### config.mk
export PLATFORM = sky130hd
export DESIGN_NAME = ljfa_regs
export DESIGN_NICKNAME = d
export VERILOG_FILES = /design/src/design/ljfa_pkg.sv /design/src/design/ljfa_regs.sv
export SDC_FILE = /design/constraint.sdc
export NUM_CORES = 1
export LEC_CHECK = 0
export BUFFER_PORTS_ARGS = -buffer_cell sky130_fd_sc_hd__buf_2
export CAP_MARGIN = 30
export CORE_AREA = 3 3 148 150
export DETAILED_ROUTE_END_ITERATION = 10
export DIE_AREA = 0 0 151 153
export PLACE_DENSITY = 0.57
export SYNTH_ARGS = -nofsm -noshare
export SYNTH_HDL_FRONTEND = slang
export SYNTH_SLANG_ARGS = --single-unit
### constraint.sdc
create_clock -name clk -period 1.8 [get_ports clk]
set_clock_uncertainty 0.1 [all_clocks]
set_input_delay 0.36 -clock clk [delete_from_list [all_inputs] [get_ports clk]]
set_output_delay 0.36 -clock clk [all_outputs]
set_load 0.1 [all_outputs]
### src/design/ljfa_pkg.sv
// Shared types, codes and constants of the force accumulate unit
package ljfa_pkg;

  localparam int ACC_WIDTH     = 48;
  localparam int FRAC_BITS_DEF = 20;
  localparam int POS_W         = 32;
  localparam int CFG_W         = 32;
  localparam int SH_W          = 6;
  localparam int REG_AW        = 5;

  // Register indexes
  localparam logic [2:0] REG_EPSILON = 3'd0;
  localparam logic [2:0] REG_SIGMA_SQ = 3'd1;
  localparam logic [2:0] REG_SIGMA_POW6 = 3'd2;
  localparam logic [2:0] REG_SIGMA_POW12 = 3'd3;
  localparam logic [2:0] REG_CUTOFF = 3'd4;

  // Datapath operations
  localparam logic [2:0] OP_IDLE = 3'd0;
  localparam logic [2:0] OP_LOAD = 3'd1;
  localparam logic [2:0] OP_MUL = 3'd2;
  localparam logic [2:0] OP_POST = 3'd3;
  localparam logic [2:0] OP_DIV_INV = 3'd4;
  localparam logic [2:0] OP_DIV_N = 3'd5;
  localparam logic [2:0] OP_SQRT = 3'd6;
  localparam logic [2:0] OP_EMIT = 3'd7;

  // Multiply kinds, one per product of the force chain
  localparam logic [3:0] MK_INIT = 4'd0;
  localparam logic [3:0] MK_SQ = 4'd1;
  localparam logic [3:0] MK_INV2 = 4'd2;
  localparam logic [3:0] MK_P3 = 4'd3;
  localparam logic [3:0] MK_P4 = 4'd4;
  localparam logic [3:0] MK_TA = 4'd5;
  localparam logic [3:0] MK_TB = 4'd6;
  localparam logic [3:0] MK_G = 4'd7;
  localparam logic [3:0] MK_S = 4'd8;
  localparam logic [3:0] MK_N = 4'd9;

  typedef struct packed {
    logic signed [POS_W-1:0] target_x;
    logic signed [POS_W-1:0] target_y;
    logic signed [POS_W-1:0] target_z;
    logic signed [POS_W-1:0] other_x;
    logic signed [POS_W-1:0] other_y;
    logic signed [POS_W-1:0] other_z;
    logic signed [POS_W-1:0] init_accel_x;
    logic signed [POS_W-1:0] init_accel_y;
    logic signed [POS_W-1:0] init_accel_z;
    logic                    first_pair;
    logic                    last_pair;
  } in_item_t;

  typedef struct packed {
    logic signed [ACC_WIDTH-1:0] accel_x;
    logic signed [ACC_WIDTH-1:0] accel_y;
    logic signed [ACC_WIDTH-1:0] accel_z;
    logic                        overflow;
  } out_item_t;

  typedef struct packed {
    logic [CFG_W-1:0] epsilon;
    logic [CFG_W-1:0] sigma_sq;
    logic [CFG_W-1:0] sigma_pow6;
    logic [CFG_W-1:0] sigma_pow12;
    logic             cutoff_enable;
  } cfg_t;

  typedef struct packed {
    logic [2:0] op;
    logic [3:0] kind;
    logic [1:0] idx;
  } cmd_t;

  typedef struct packed {
    logic mul_done;
    logic div_done;
    logic sqrt_done;
    logic first;
    logic last;
    logic skip;
    logic mag_nz;
    logic out_free;
  } stat_t;

endpackage

### src/design/ljfa_regs.sv
// Configuration registers behind the APB-style port
module ljfa_regs #(
  parameter int FRAC_BITS = ljfa_pkg::FRAC_BITS_DEF
) (
  input  logic                           clk,
  input  logic                           rst,
  input  logic                           psel,
  input  logic                           penable,
  input  logic                           pwrite,
  input  logic [ljfa_pkg::REG_AW-1:0]    paddr,
  input  logic [ljfa_pkg::CFG_W-1:0]     pwdata,
  output logic [ljfa_pkg::CFG_W-1:0]     prdata,
  output logic                           pready,
  output ljfa_pkg::cfg_t                 cfg
);

  localparam logic [ljfa_pkg::CFG_W-1:0] ONE = ljfa_pkg::CFG_W'(1) << FRAC_BITS;

  logic [2:0] idx;
  logic       wr;

  assign idx    = paddr[ljfa_pkg::REG_AW-1:2];
  assign wr     = psel && penable && pwrite;
  assign pready = 1'b1;

  // Write on the access cycle
  always_ff @(posedge clk) begin
    if (rst) begin
      cfg.epsilon       <= ONE;
      cfg.sigma_sq      <= ONE;
      cfg.sigma_pow6    <= ONE;
      cfg.sigma_pow12   <= ONE;
      cfg.cutoff_enable <= 1'b0;
    end else if (wr) begin
      case (idx)
        ljfa_pkg::REG_EPSILON:     cfg.epsilon <= pwdata;
        ljfa_pkg::REG_SIGMA_SQ:    cfg.sigma_sq <= pwdata;
        ljfa_pkg::REG_SIGMA_POW6:  cfg.sigma_pow6 <= pwdata;
        ljfa_pkg::REG_SIGMA_POW12: cfg.sigma_pow12 <= pwdata;
        ljfa_pkg::REG_CUTOFF:      cfg.cutoff_enable <= pwdata[0];
        default: ;
      endcase
    end
  end

  // Read back
  always_comb begin
    case (idx)
      ljfa_pkg::REG_EPSILON:     prdata = cfg.epsilon;
      ljfa_pkg::REG_SIGMA_SQ:    prdata = cfg.sigma_sq;
      ljfa_pkg::REG_SIGMA_POW6:  prdata = cfg.sigma_pow6;
      ljfa_pkg::REG_SIGMA_POW12: prdata = cfg.sigma_pow12;
      ljfa_pkg::REG_CUTOFF:      prdata = ljfa_pkg::CFG_W'(cfg.cutoff_enable);
      default:                   prdata = '0;
    endcase
  end

endmodule

== After elaboration in Yosys (flattened, before gate mapping) ==
Cells that the tools add are included.
Widths: inputs -> output; s select.

* Bits in registers: 129
* Output and inout bits: 162
* Logic and storage cells: 18

* Equal/unequal tests: 4
* Muxes and demuxes: 1
* Reduce and logical (&&, ||, !) cells: 8

{| class="wikitable"
|+ Operators by type and width
! cell !! count
|-
| $pmux 32 s5 || 1
|-
| $reduce_and 2->1 || 5
|-
| $eq 3x2->1 const B || 2
|-
| $eq 3x1->1 const B || 1
|-
| $eq 3x3->1 const B || 1
|-
| $logic_not 3->1 || 1
|-
| $logic_and 1x1->1 || 2
|}

== Depth between registers and ports, before layout ==
* Depth after elaboration: 3
* Mapped depth: 7
* Gate-level depth less buffers: 3

== Worst setup path after synthesis ==
No wires, ideal clock.

* Kind: reg-to-output
* Start point: register cfg[1] (netlist bit)
* End point: output prdata[0] (netlist bit)
* Arrival: 2.837 ns
* Data required time: 1.340 ns
* Path slack: -1.497 ns
* Stages on the path, launching flop included: 4
* Path buffers: 0
* Cells stage by stage: dfxtp_1 -> mux2_2 -> a22oi_1 -> o22ai_1

* Longest elaborated chain between the ends: 1

{| class="wikitable"
|+ RTL lines
! item !! line !! source
|-
| from (decl) || ljfa_regs.sv:14 || <nowiki>output ljfa_pkg::cfg_t cfg</nowiki>
|-
| $pmux 32 s5 || ljfa_regs.sv:48 || <nowiki>case (idx)</nowiki>
|-
| to (decl) || ljfa_regs.sv:12 || <nowiki>output logic [ljfa_pkg::CFG_W-1:0] prdata,</nowiki>
|}

No other way between the ends.

== Worst setup path after layout ==
* Start point: register cfg[32] (netlist bit)
* End point: output prdata[31] (netlist bit)

The elaborated chain is that of the path after synthesis.

==> metrics.yaml <==
drv_slew: 0
top_regs: "cfg: 129 flops"
drt_iter0_markers: 107
crit_chain: "mux4_2 > and2b_4 > buf_12"
setup_ws_ns: -0.223
required_ns: 1.34
synthArstFlopShare: 0
viasPerCell: 4.56
dpl_worst_slack_ns: -0.344
clock_latency_ns: 0.41
clkTransAtPathRegs_ns: 0.06
synth_ff_type: "dfxtp_1"
end_kind: "output pin"
synth_nets: 586
finalNetCount: 844
die_x_um: 151
post-route-period-util: 1.12
cp_max_fo: 2
yosys_warnings: 0
vias: 4967
syn_area_mm2: 0.00620
ir_drop_v: 0.000603
slew_headroom: 0.648
cts_max_path_buffers: 2
synth-edff-count: 0
grt_pass1_vias: 5334
cts_num_sinks: 129
min_path_cells: 3
syn_inst: 544
final.setup.tns_ns: -6.13
num_antenna_cells: 0
wl_per_cell_um: 18.0
layout_common_cells: "buf_2, nand2b_1, mux2i_1"
tritoncts: "done"
top_usage_layer: "met2"
wl_um: 19600
drv_cap: 0
ios: 204
reg2regPathDepth: 4
setup_viol: 32
synth_cell_types: 26
hold_slack_ns: 0.148
final_layout_size_suffix_gt1_frac: 0.626
largest_register_ffs: 129
rows: 53
cts_buffers: 17
die_height_um: 153
start_util: 0.298
place_area_mm2: 0.00833
critPathMaxStageDelay_ns: 0.46
antenna_found_initial: 0
crit_type: "flip-flop to output pin"
use_met2: 0.310
fmax_mhz: 494
area_delta_synth_final_pct: 59.6
synth_seq_area_share: 0.417
dieArea_mm2: 0.0231
htreeDepth: 4
yosys_register_bits: 129
place.gp.congestion: 0.762
ctsRootBufferMaster: "clkbuf_16"
grt_use_met1: 0.195
cp-start-kind: "flip-flop"
min_period_ns: 2.02
violations: "negative setup slack"
drc_errors: 0
coreArea_mm2: 0.0208
hold_viol_final: 0
grt_setup_unrepaired: "true"
grt-ovfl-total: 0
fin_total_pwr_w: 0.00675
grt_use_met3: 0.0382
avgSynthCellArea_um2: 11.4
power_leakage_nw: 4.65
status: "finished, violations left"
ant_nets: 0
arrival_ns: 1.56
grt_pass1_wl_um: 30400
grt_use_total: 0.171
drt-pass1-iter-count: 4
p_per_area_mw_per_mm2: 682
final_area_mm2: 0.00989
regMostFlops: "cfg"
hold_class: "primary input to flip-flop"
port_buffers: 200
cp_slowest_cell: "mux4_2"
worstMarginPinSlew_ns: 0.532
hpwl_um: 13000
cts_hold_buf: 0
final_common_cell: "buf_2"
grt_max_degree: 112
critical path: cells and delay by family (launching register included):
| kind | cells | cell delay, ns |
|---|---|---|
| muxes | 1 | 0.46 |
| DFF | 1 | 0.34 |
| and+or+nand+nor | 1 | 0.19 |
| buffers and inverters | 1 | 0.16 |
power breakdown:
| part | total [W] | internal, W | switching, W |
|---|---|---|---|
| Combinational | 0.000711 | 0.000266 | 0.000445 |
| Sequential | 0.00272 | 0.00270 | 0.0000152 |
| Clock | 0.00332 | 0.00203 | 0.00129 |
| Total | 0.00675 | 0.00500 | 0.00175 |
synthesized netlist by cell type, types with 2 or more instances:
library cell | count | share of area
nand2b_1 | 156 | 0.16
dfxtp_1 | 129 | 0.42
mux2i_1 | 129 | 0.21
mux4_2 | 31 | 0.11
nor2b_1 | 30 | 0.030
clkbuf_1 | 20 | 0.012
buf_6 | 10 | 0.018
buf_4 | 9 | 0.011
nor2_1 | 6 | 0.0036
buf_2 | 5 | 0.0040
nand3b_1 | 3 | 0.0036
nand2_1 | 2 | 0.0012
metal layers:
metal | routed length [um] | vias up
met5 | 0 | -
met1 | 7860 | 2439
li1 | - | 2391
met3 | 725 | 24
met4 | 483 | 0
met2 | 10500 | 113
repair_timing:
item                                    CTS  global route
resized for setup                       134             7
endpoints found under the setup margin   32            35
gates cloned                              2             0
buffers inserted                         47             9
through the flow:
| step | instances | utilization |
|---|---|---|
| finish | 1090 | 0.475 |
| CTS | 1081 | 0.471 |
| global placement | 1000 | 0.400 |
| detailed placement | 1000 | 0.400 |
| global route | 1090 | 0.475 |
| floorplan | 544 | - |
worst paths after layout:
| path | from | end | slack (ns) |
|---|---|---|---|
| max reg2reg | cfg[13]$_SDFFE_PP0P_ | cfg[13]$_SDFFE_PP0P_ | 0.86 |
| min reg2reg | cfg[97]$_SDFFE_PP0P_ | cfg[97]$_SDFFE_PP0P_ | 0.39 |
| min | pwdata[20] | cfg[21]$_SDFFE_PP1P_ | 0.15 |
| max | cfg[32]$_SDFFE_PP0P_ | prdata[31] | -0.22 |
cell type report:
class                      instances  area [um2]
fill                            1908       10900
tap                              275         344
multi-input combinational        369        3540
clock buffer                      18         429
timing repair buffer             285        2370
clock inverter                    14         141
sequential                       129        3060
logic make-up (layout without fill, tap and decap cells):
| family | Yosys count | count (layout) | share of synthesized area |
|---|---|---|---|
| AND/OR/NAND/NOR | 204 | 204 | 0.205 |
| multiplexers | 161 | 161 | 0.323 |
| AO/OA/AOI/OAI | 3 | 3 | 0.00343 |
| flip-flops | 129 | 129 | 0.417 |
| other | 1 | 1 | 0.000605 |
| buffers and inverters | 46 | 317 | 0.0509 |
No activity file was read; power rests on OpenSTA's default activity.
