--- config.mk ---
export PLATFORM = sky130hd
export DESIGN_NAME = ljfa_ctrl
export DESIGN_NICKNAME = d
export VERILOG_FILES = /design/src/design/ljfa_pkg.sv /design/src/design/ljfa_ctrl.sv
export SDC_FILE = /design/constraint.sdc
export NUM_CORES = 1
export LEC_CHECK = 0
export BUFFER_PORTS_ARGS = -buffer_cell sky130_fd_sc_hd__buf_2
export CORE_UTILIZATION = 50
export CTS_BUF_LIST = sky130_fd_sc_hd__clkbuf_16
export CTS_CLUSTER_DIAMETER = 50
export DETAILED_ROUTE_END_ITERATION = 8
export MAX_ROUTING_LAYER = met4
export PLACE_DENSITY = 0.73
export SLEW_MARGIN = 20
export SYNTH_ARGS = -nofsm -noshare
export SYNTH_HDL_FRONTEND = slang
export SYNTH_SLANG_ARGS = --single-unit
export TNS_END_PERCENT = 30
--- constraint.sdc ---
create_clock -name clk -period 1.7 [get_ports clk]
set_input_delay 0.34 -clock clk [delete_from_list [all_inputs] [get_ports clk]]
set_output_delay 0.34 -clock clk [all_outputs]
set_load 0.02 [all_outputs]
--- src/design/ljfa_pkg.sv ---
// Shared types, codes and constants of the force accumulate unit
package ljfa_pkg;

  localparam int ACC_WIDTH     = 48;
  localparam int FRAC_BITS_DEF = 20;
  localparam int POS_W         = 32;
  localparam int CFG_W         = 32;
  localparam int SH_W          = 6;
  localparam int REG_AW        = 5;

  // Register indexes
  localparam logic [2:0] REG_EPSILON = 3'd0;
  localparam logic [2:0] REG_SIGMA_SQ = 3'd1;
  localparam logic [2:0] REG_SIGMA_POW6 = 3'd2;
  localparam logic [2:0] REG_SIGMA_POW12 = 3'd3;
  localparam logic [2:0] REG_CUTOFF = 3'd4;

  // Datapath operations
  localparam logic [2:0] OP_IDLE = 3'd0;
  localparam logic [2:0] OP_LOAD = 3'd1;
  localparam logic [2:0] OP_MUL = 3'd2;
  localparam logic [2:0] OP_POST = 3'd3;
  localparam logic [2:0] OP_DIV_INV = 3'd4;
  localparam logic [2:0] OP_DIV_N = 3'd5;
  localparam logic [2:0] OP_SQRT = 3'd6;
  localparam logic [2:0] OP_EMIT = 3'd7;

  // Multiply kinds, one per product of the force chain
  localparam logic [3:0] MK_INIT = 4'd0;
  localparam logic [3:0] MK_SQ = 4'd1;
  localparam logic [3:0] MK_INV2 = 4'd2;
  localparam logic [3:0] MK_P3 = 4'd3;
  localparam logic [3:0] MK_P4 = 4'd4;
  localparam logic [3:0] MK_TA = 4'd5;
  localparam logic [3:0] MK_TB = 4'd6;
  localparam logic [3:0] MK_G = 4'd7;
  localparam logic [3:0] MK_S = 4'd8;
  localparam logic [3:0] MK_N = 4'd9;

  typedef struct packed {
    logic signed [POS_W-1:0] target_x;
    logic signed [POS_W-1:0] target_y;
    logic signed [POS_W-1:0] target_z;
    logic signed [POS_W-1:0] other_x;
    logic signed [POS_W-1:0] other_y;
    logic signed [POS_W-1:0] other_z;
    logic signed [POS_W-1:0] init_accel_x;
    logic signed [POS_W-1:0] init_accel_y;
    logic signed [POS_W-1:0] init_accel_z;
    logic                    first_pair;
    logic                    last_pair;
  } in_item_t;

  typedef struct packed {
    logic signed [ACC_WIDTH-1:0] accel_x;
    logic signed [ACC_WIDTH-1:0] accel_y;
    logic signed [ACC_WIDTH-1:0] accel_z;
    logic                        overflow;
  } out_item_t;

  typedef struct packed {
    logic [CFG_W-1:0] epsilon;
    logic [CFG_W-1:0] sigma_sq;
    logic [CFG_W-1:0] sigma_pow6;
    logic [CFG_W-1:0] sigma_pow12;
    logic             cutoff_enable;
  } cfg_t;

  typedef struct packed {
    logic [2:0] op;
    logic [3:0] kind;
    logic [1:0] idx;
  } cmd_t;

  typedef struct packed {
    logic mul_done;
    logic div_done;
    logic sqrt_done;
    logic first;
    logic last;
    logic skip;
    logic mag_nz;
    logic out_free;
  } stat_t;

endpackage

--- src/design/ljfa_ctrl.sv ---
// Controller: sequences the force chain of one pair over the shared units
module ljfa_ctrl (
  input  logic            clk,
  input  logic            rst,
  input  logic            in_valid,
  output logic            in_ready,
  input  ljfa_pkg::stat_t stat,
  output ljfa_pkg::cmd_t  cmd
);

  localparam logic [3:0] S_IDLE      = 4'd0;
  localparam logic [3:0] S_START     = 4'd1;
  localparam logic [3:0] S_MUL_GO    = 4'd2;
  localparam logic [3:0] S_MUL_WAIT  = 4'd3;
  localparam logic [3:0] S_POST      = 4'd4;
  localparam logic [3:0] S_CHECK     = 4'd5;
  localparam logic [3:0] S_DIVI_GO   = 4'd6;
  localparam logic [3:0] S_DIVI_WAIT = 4'd7;
  localparam logic [3:0] S_COMP      = 4'd8;
  localparam logic [3:0] S_DIVN_GO   = 4'd9;
  localparam logic [3:0] S_DIVN_WAIT = 4'd10;
  localparam logic [3:0] S_SQRT_GO   = 4'd11;
  localparam logic [3:0] S_SQRT_WAIT = 4'd12;
  localparam logic [3:0] S_EMIT      = 4'd13;

  localparam logic [1:0] LAST_IDX = 2'd2;

  logic [3:0] state;
  logic [3:0] state_next;
  logic [3:0] kind;
  logic [3:0] kind_next;
  logic [1:0] idx;
  logic [1:0] idx_next;

  always_ff @(posedge clk) begin
    if (rst) begin
      state <= S_IDLE;
      kind  <= ljfa_pkg::MK_INIT;
      idx   <= '0;
    end else begin
      state <= state_next;
      kind  <= kind_next;
      idx   <= idx_next;
    end
  end

  // Next state and the command of this beat
  always_comb begin
    state_next = state;
    kind_next  = kind;
    idx_next   = idx;
    cmd.op     = ljfa_pkg::OP_IDLE;
    cmd.kind   = kind;
    cmd.idx    = idx;
    in_ready   = (state == S_IDLE);
    case (state)
      S_IDLE: begin
        if (in_valid) begin
          cmd.op     = ljfa_pkg::OP_LOAD;
          state_next = S_START;
        end
      end
      S_START: begin
        idx_next   = '0;
        kind_next  = stat.first ? ljfa_pkg::MK_INIT : ljfa_pkg::MK_SQ;
        state_next = S_MUL_GO;
      end
      S_MUL_GO: begin
        cmd.op     = ljfa_pkg::OP_MUL;
        state_next = S_MUL_WAIT;
      end
      S_MUL_WAIT: begin
        if (stat.mul_done) begin
          state_next = S_POST;
        end
      end
      S_POST: begin
        cmd.op     = ljfa_pkg::OP_POST;
        state_next = S_MUL_GO;
        case (kind)
          ljfa_pkg::MK_INIT: begin
            if (idx == LAST_IDX) begin
              idx_next  = '0;
              kind_next = ljfa_pkg::MK_SQ;
            end else begin
              idx_next = idx + 2'd1;
            end
          end
          ljfa_pkg::MK_SQ: begin
            if (idx == LAST_IDX) begin
              state_next = S_CHECK;
            end else begin
              idx_next = idx + 2'd1;
            end
          end
          ljfa_pkg::MK_INV2: kind_next = ljfa_pkg::MK_P3;
          ljfa_pkg::MK_P3:   kind_next = ljfa_pkg::MK_P4;
          ljfa_pkg::MK_P4:   kind_next = ljfa_pkg::MK_TA;
          ljfa_pkg::MK_TA:   kind_next = ljfa_pkg::MK_TB;
          ljfa_pkg::MK_TB:   kind_next = ljfa_pkg::MK_G;
          ljfa_pkg::MK_G:    kind_next = ljfa_pkg::MK_S;
          ljfa_pkg::MK_S: begin
            idx_next   = '0;
            state_next = S_COMP;
          end
          ljfa_pkg::MK_N: begin
            if (idx == LAST_IDX) begin
              state_next = S_EMIT;
            end else begin
              idx_next   = idx + 2'd1;
              state_next = S_COMP;
            end
          end
          default: state_next = S_EMIT;
        endcase
      end
      S_CHECK: begin
        state_next = stat.skip ? S_EMIT : S_DIVI_GO;
      end
      S_DIVI_GO: begin
        cmd.op     = ljfa_pkg::OP_DIV_INV;
        state_next = S_DIVI_WAIT;
      end
      S_DIVI_WAIT: begin
        if (stat.div_done) begin
          kind_next  = ljfa_pkg::MK_INV2;
          state_next = S_MUL_GO;
        end
      end
      // Drop components with no offset
      S_COMP: begin
        if (stat.mag_nz) begin
          state_next = S_DIVN_GO;
        end else if (idx == LAST_IDX) begin
          state_next = S_EMIT;
        end else begin
          idx_next = idx + 2'd1;
        end
      end
      S_DIVN_GO: begin
        cmd.op     = ljfa_pkg::OP_DIV_N;
        state_next = S_DIVN_WAIT;
      end
      S_DIVN_WAIT: begin
        if (stat.div_done) begin
          state_next = S_SQRT_GO;
        end
      end
      S_SQRT_GO: begin
        cmd.op     = ljfa_pkg::OP_SQRT;
        state_next = S_SQRT_WAIT;
      end
      S_SQRT_WAIT: begin
        if (stat.sqrt_done) begin
          kind_next  = ljfa_pkg::MK_N;
          state_next = S_MUL_GO;
        end
      end
      // On the last pair, hold until the result register is free
      S_EMIT: begin
        if (!stat.last) begin
          state_next = S_IDLE;
        end else if (stat.out_free) begin
          cmd.op     = ljfa_pkg::OP_EMIT;
          state_next = S_IDLE;
        end
      end
      default: state_next = S_IDLE;
    endcase
  end

endmodule

# --- Yosys cells after proc, flatten, opt, wreduce, memory -nomap -nowiden ---
# Index checks and enable logic that the tools add are counted.
totals:
  input_bits: 11
  register_bits: 10
op_classes:
  n_addsub: 1
  muxes: 28
  reduce_logical: 9
  n_eq_ne: 34
ops:
  columns: ["cell", "n"]
  rows:
  - ["case mux 4 bit (14 select lines)", 1]
  - ["two-way mux 4 bit", 12]
  - ["equality test 4 x 3 -> 1 bit (second input constant)", 8]
  - ["equality test 4 bit (second input constant)", 8]
  - ["case mux 4 bit (4 select lines)", 2]
  - ["case mux 4 bit (7 select lines)", 1]
  - ["case mux 3 bit (7 select lines)", 1]
  - ["equality test 4 x 2 -> 1 bit (second input constant)", 4]
  - ["two-way mux 3 bit", 4]
  - ["inequality test 2 bit (second input constant)", 6]
  - ["case mux 2 bit (3 select lines)", 2]
  - ["inequality test 3 bit (second input constant)", 3]
  - ["equality test 4 x 1 -> 1 bit (second input constant)", 2]
  - ["logical NOT 4 bit", 2]
  - ["inequality test 8 x 1 -> 1 bit (second input constant)", 1]
  - ["AND reduction 7 bit", 1]
  - ["OR reduction 7 bit", 1]
  - ["two-way mux 2 bit", 3]
  - ["AND reduction 5 bit", 1]
  - ["inequality test 4 x 2 -> 1 bit (second input constant)", 1]
  - ["nonzero test 4 bit", 1]
  - ["AND reduction 3 bit", 1]
  - ["nonzero test 3 bit", 1]
  - ["adder 2 x 1 -> 2 bit (second input constant)", 1]
  - ["3 further kinds", 4]

# --- Logic depth before layout (Yosys ltp) ---
logic_depth:
  word_depth: 4
  depth_mapped: 7

# --- Worst setup path before layout ---
# OpenSTA, ideal clock, no wires.
synth_timing:
  kind: "flip-flop to output port"
  start: "register state[2]"
  end: "output port in_ready"
  setup_slack_ns: 0.006
  path_stages_with_launch: 4
  required_ns: 1.360
  n_path_buf: 2
  t_arrival_ns: 1.354
  path_cell_list: "dfxtp_1 buf_4 buf_2 nor4_1"
synth_via:
  elab_chain_cells: 1
synth_rtl:
  columns: ["element", "line", "rtl"]
  rows:
  - ["start: declaration", "ljfa_ctrl.sv:28", "logic [3:0] state;"]
  - ["start signal: assignment", "ljfa_ctrl.sv:41", "state <= state_next;"]
  - ["logical NOT 4 bit", "ljfa_ctrl.sv:55", "in_ready = (state == S_IDLE);"]
  - ["end: declaration", "ljfa_ctrl.sv:6", "output logic in_ready,"]
# No other way between the ends.

==> Implementation_results.wiki <==
{| class="wikitable"
! Metric !! Value
|-
| Number of flops mapped to enable cells by yosys || 0
|-
| Share of power burned in the clock network || 0.248
|-
| Adder and majority cell fraction of the synthesized area || 0.0344
|-
| Clock root buffer || sky130_fd_sc_hd__clkbuf_16
|-
| Vias in the first global route || between 1000 and 1500
|-
| Clock-pin slew of the registers on the worst-case setup and hold paths || 0.04 ns
|-
| Routed length per instance || 14.8 um
|-
| Fraction of layout instances using a drive strength above 1 || 0.345
|-
| Comb pwr share || 0.537
|-
| Area Overhead vs Synth || 27.4%
|-
| Post-synthesis instance area || 1090 um2
|-
| Switch Pwr || 666 uW
|-
| Final ANT Viol Nets || 0
|-
| Core area || 2000 um2
|-
| Number of clock sinks || 10
|-
| Overall overflow remaining after global route || 0
|-
| Largest net degree at the start of global routing || 14
|-
| Post-detail-place hpwl || 2.11 mm
|-
| Cell-internal power || 996 uW
|-
| Syn Area/Cell || about 7.7 um2
|-
| Worst Setup Slack post-DPL || 0.0101 ns
|-
| Maximum vdd ir drop || 0.000872 V
|-
| DRT Wirelength || 2.89 mm
|-
| Worst hold path class || in2reg
|-
| Share of the synthesized area in compound gates (AO/OA/AOI/OAI) || 0.313
|-
| Max-slew headroom || 0.647
|-
| Part of the total power dissipated in sequential elements || 0.215
|-
| Max-Cap Viols || 0
|-
| Post-synthesis mux area share || 0.0470
|-
| Data required time at the worst endpoint || 1.36 ns
|-
| Setup repair after global routing missed its margin || true
|-
| Largest family of logic cells by synthesized area || simple AND/OR/NAND/NOR gates
|-
| Dominant register cell in the synthesized netlist || sky130_fd_sc_hd__dfxtp_1
|-
| Area taken by multi-input logic gates || 820 um2
|-
| Antenna violations before repair || 0
|-
| Maximum clock rate || just under 0.6 GHz
|-
| First-pass GRT wire length || 4.93 mm
|-
| GPL Wtd Cong || 0.922
|-
| Kind of launch point of the worst setup path || register
|-
| DIE AREA || 2380 um2
|-
| Total of endpoints with negative setup slack in the final report || 0
|-
| Hold Crit Start || rst
|-
| FP Rows || 16
|-
| Depth of the most critical reg-to-reg path || 5
|-
| Setup CP Type || reg2out
|-
| Slew at the pin closest to its max-slew limit || 0.525 ns
|-
| H-tree depth || 1
|-
| Fraction of power spent switching nets || 0.401
|-
| Static Leakage || between 0.0005 and 0.0006 uW
|-
| Count of final max-slew check failures || 0
|-
| Total global routing track utilization || 0.265
|-
| Final design utilization || 0.695
|-
| Worst-path maximum fanout || 11
|-
| Footprint of the flip-flops and latches || 214 um2
|-
| Final-stage net count || 183
|-
| Pwr per Cell Area || ~1200 nW/um2
|-
| Synthesized instance count || 141
|-
| I/O pin total || 21
|-
| Count of synthesis-stage warnings from yosys || 0
|-
| Count of cells along the worst hold path || 2
|-
| Worst Hold Endpoint || kind[3]
|-
| Iteration-0 DRC Markers || 72
|-
| CTS buffer count || 3
|-
| Number of design rule violations left after detail routing || 0
|-
| Final-layout fill cell count || 163
|-
| Reg2Reg Setup Slack || 0.09 ns
|-
| Leading cell type in the layout, fill and taps excluded || sky130_fd_sc_hd__buf_2
|-
| Final worst clock skew || approximately 0.00064 ns
|-
| Buffers added on ports || 20
|-
| R2r endpoint || kind[1]
|-
| Floorplan die width || 48.7 um
|-
| Die Y-Extent || just under 50 um
|-
| Share of the clock period used by the worst path || 0.990
|-
| Share of synthesized cell area in and, or, nand and nor gates || 0.330
|-
| Most frequent cells in the layout || 19 x sky130_fd_sc_hd__buf_2, 16 x sky130_fd_sc_hd__buf_4, 14 x sky130_fd_sc_hd__nand2_1
|-
| Initial core utilization || 0.546
|-
| Final-report hold violation count || 0
|-
| Detail-routed via count per cell || 5.99
|-
| Post-synthesis share of cell area spent on xor and xnor gates || 0
|-
| Postcts setup bufs || 0
|-
| Post-synthesis sequential element count || 10
|-
| Setup ws final || 0.0176 ns
|-
| Total power consumption of the routed design || 1660 uW
|-
| Clock latency on the worst-skew pair || 0.23 ns
|-
| Launching point of the worst reg2reg path || state[1]
|-
| Outcome || finished clean
|-
| CTS tree || yes
|-
| Router iterations before antenna repair || 4
|-
| Post-CTS Hold Buffers || 0
|-
| Post-synthesis net count || 155
|-
| Sequential cell area fraction in the yosys report || 0.183
|-
| Number of distinct library cells after synthesis || 47
|-
| Sort of element at the end of the critical path || output pin
|-
| Share of async-settable or async-resettable flops after synthesis || 0
|-
| Max Root-Sink Buffers || 2
|-
| Arrival time of the worst setup path || 1.34 ns
|-
| Final critical delay including setup and external delays || 1.68 ns
|-
| Antenna diodes || 0
|-
| Total vias in the final route || 1169
|}
area by class of cell:
type,instances,share of cell area
inverter,5,0.0135
clock inverter,1,0.00270
sequential,10,0.154
tap,27,0.0243
multi-input combinational,113,0.589
timing repair buffer,36,0.163
clock buffer,3,0.0540
cells in the mapped netlist (4+ instances only):
cell	n	area, um2
sky130_fd_sc_hd__nand2_1	14	52.6
sky130_fd_sc_hd__a21oi_1	11	55.1
sky130_fd_sc_hd__dfxtp_1	10	200
sky130_fd_sc_hd__nand2b_1	8	50.1
sky130_fd_sc_hd__nor2_1	8	30.0
sky130_fd_sc_hd__buf_2	6	30.0
sky130_fd_sc_hd__nor2b_1	6	37.5
sky130_fd_sc_hd__inv_1	5	18.8
sky130_fd_sc_hd__o21ai_0	5	25.0
sky130_fd_sc_hd__a31oi_1	4	25.0
sky130_fd_sc_hd__mux2i_1	4	40.0
sky130_fd_sc_hd__o32ai_1	4	35.0
cell families (layout without fill, tap and decap cells):
group	count (synthesis)	count (layout)
multiplexers	5	5
AND/OR/NAND/NOR	59	59
flip-flops	10	10
buffers and inverters	18	45
AO/OA/AOI/OAI	46	46
adder cells (fa/ha/maj)	3	3
flip-flops by register name, indices dropped and copies added (netlist names):
register / flops
kind: 4
state: 4
idx: 2
power by group through the flow:
stage / Combinational (uW) / Clock [uW] / Sequential (uW)
finish: 892 / 412 / 358
global route: 976 / 432 / 362
CTS: 842 / 417 / 343
detailed placement: 815 / 0 / 339
global placement: 810 / 0 / 335
floorplan: 647 / 0 / 308
routing by layer:
layer,part of all wire,vias up,global-route usage
met5,0,-,-
met4,0.0086,0,0.0539
met3,0.068,6,0.0723
met2,0.46,46,0.424
met1,0.47,541,0.335
li1,-,576,-
worst max-delay path by stage:
stage | to | depth (start not counted) | start
2_1_floorplan | in_ready | 3 | state[2]
3_3_place_gp | state[0] | 7 | idx[0]
3_5_place_dp | kind[3] | 5 | state[3]
4_1_cts | cmd[7] | 5 | state[1]
5_1_grt | cmd[7] | 4 | state[2]
6_report | cmd[8] | 5 | state[3]
critical path: stages, from the launching register on:
cell and delay, ns:
sky130_fd_sc_hd__dfxtp_4 0.37, sky130_fd_sc_hd__buf_4 0.16, sky130_fd_sc_hd__nor2b_2 0.19, sky130_fd_sc_hd__nand2_1 0.08, sky130_fd_sc_hd__o22ai_1 0.12, sky130_fd_sc_hd__buf_2 0.18
through the flow:
step	setup TNS (ns)	hold slack, ns	instances	area, um2
2_1_floorplan	0	0.524	141	1090
3_3_place_gp	0	0.491	191	1260
3_5_place_dp	0	0.500	191	1260
4_1_cts	0	0.429	195	1360
5_1_grt	-0.181	0.436	195	1390
6_report	0	0.429	195	1390
what timing repair did:
action	4_1_cts	5_1_grt
resized for setup	7	10
pin swaps	1	4
endpoints found under the setup margin	4	9
(Power assumes the default switching activity.)
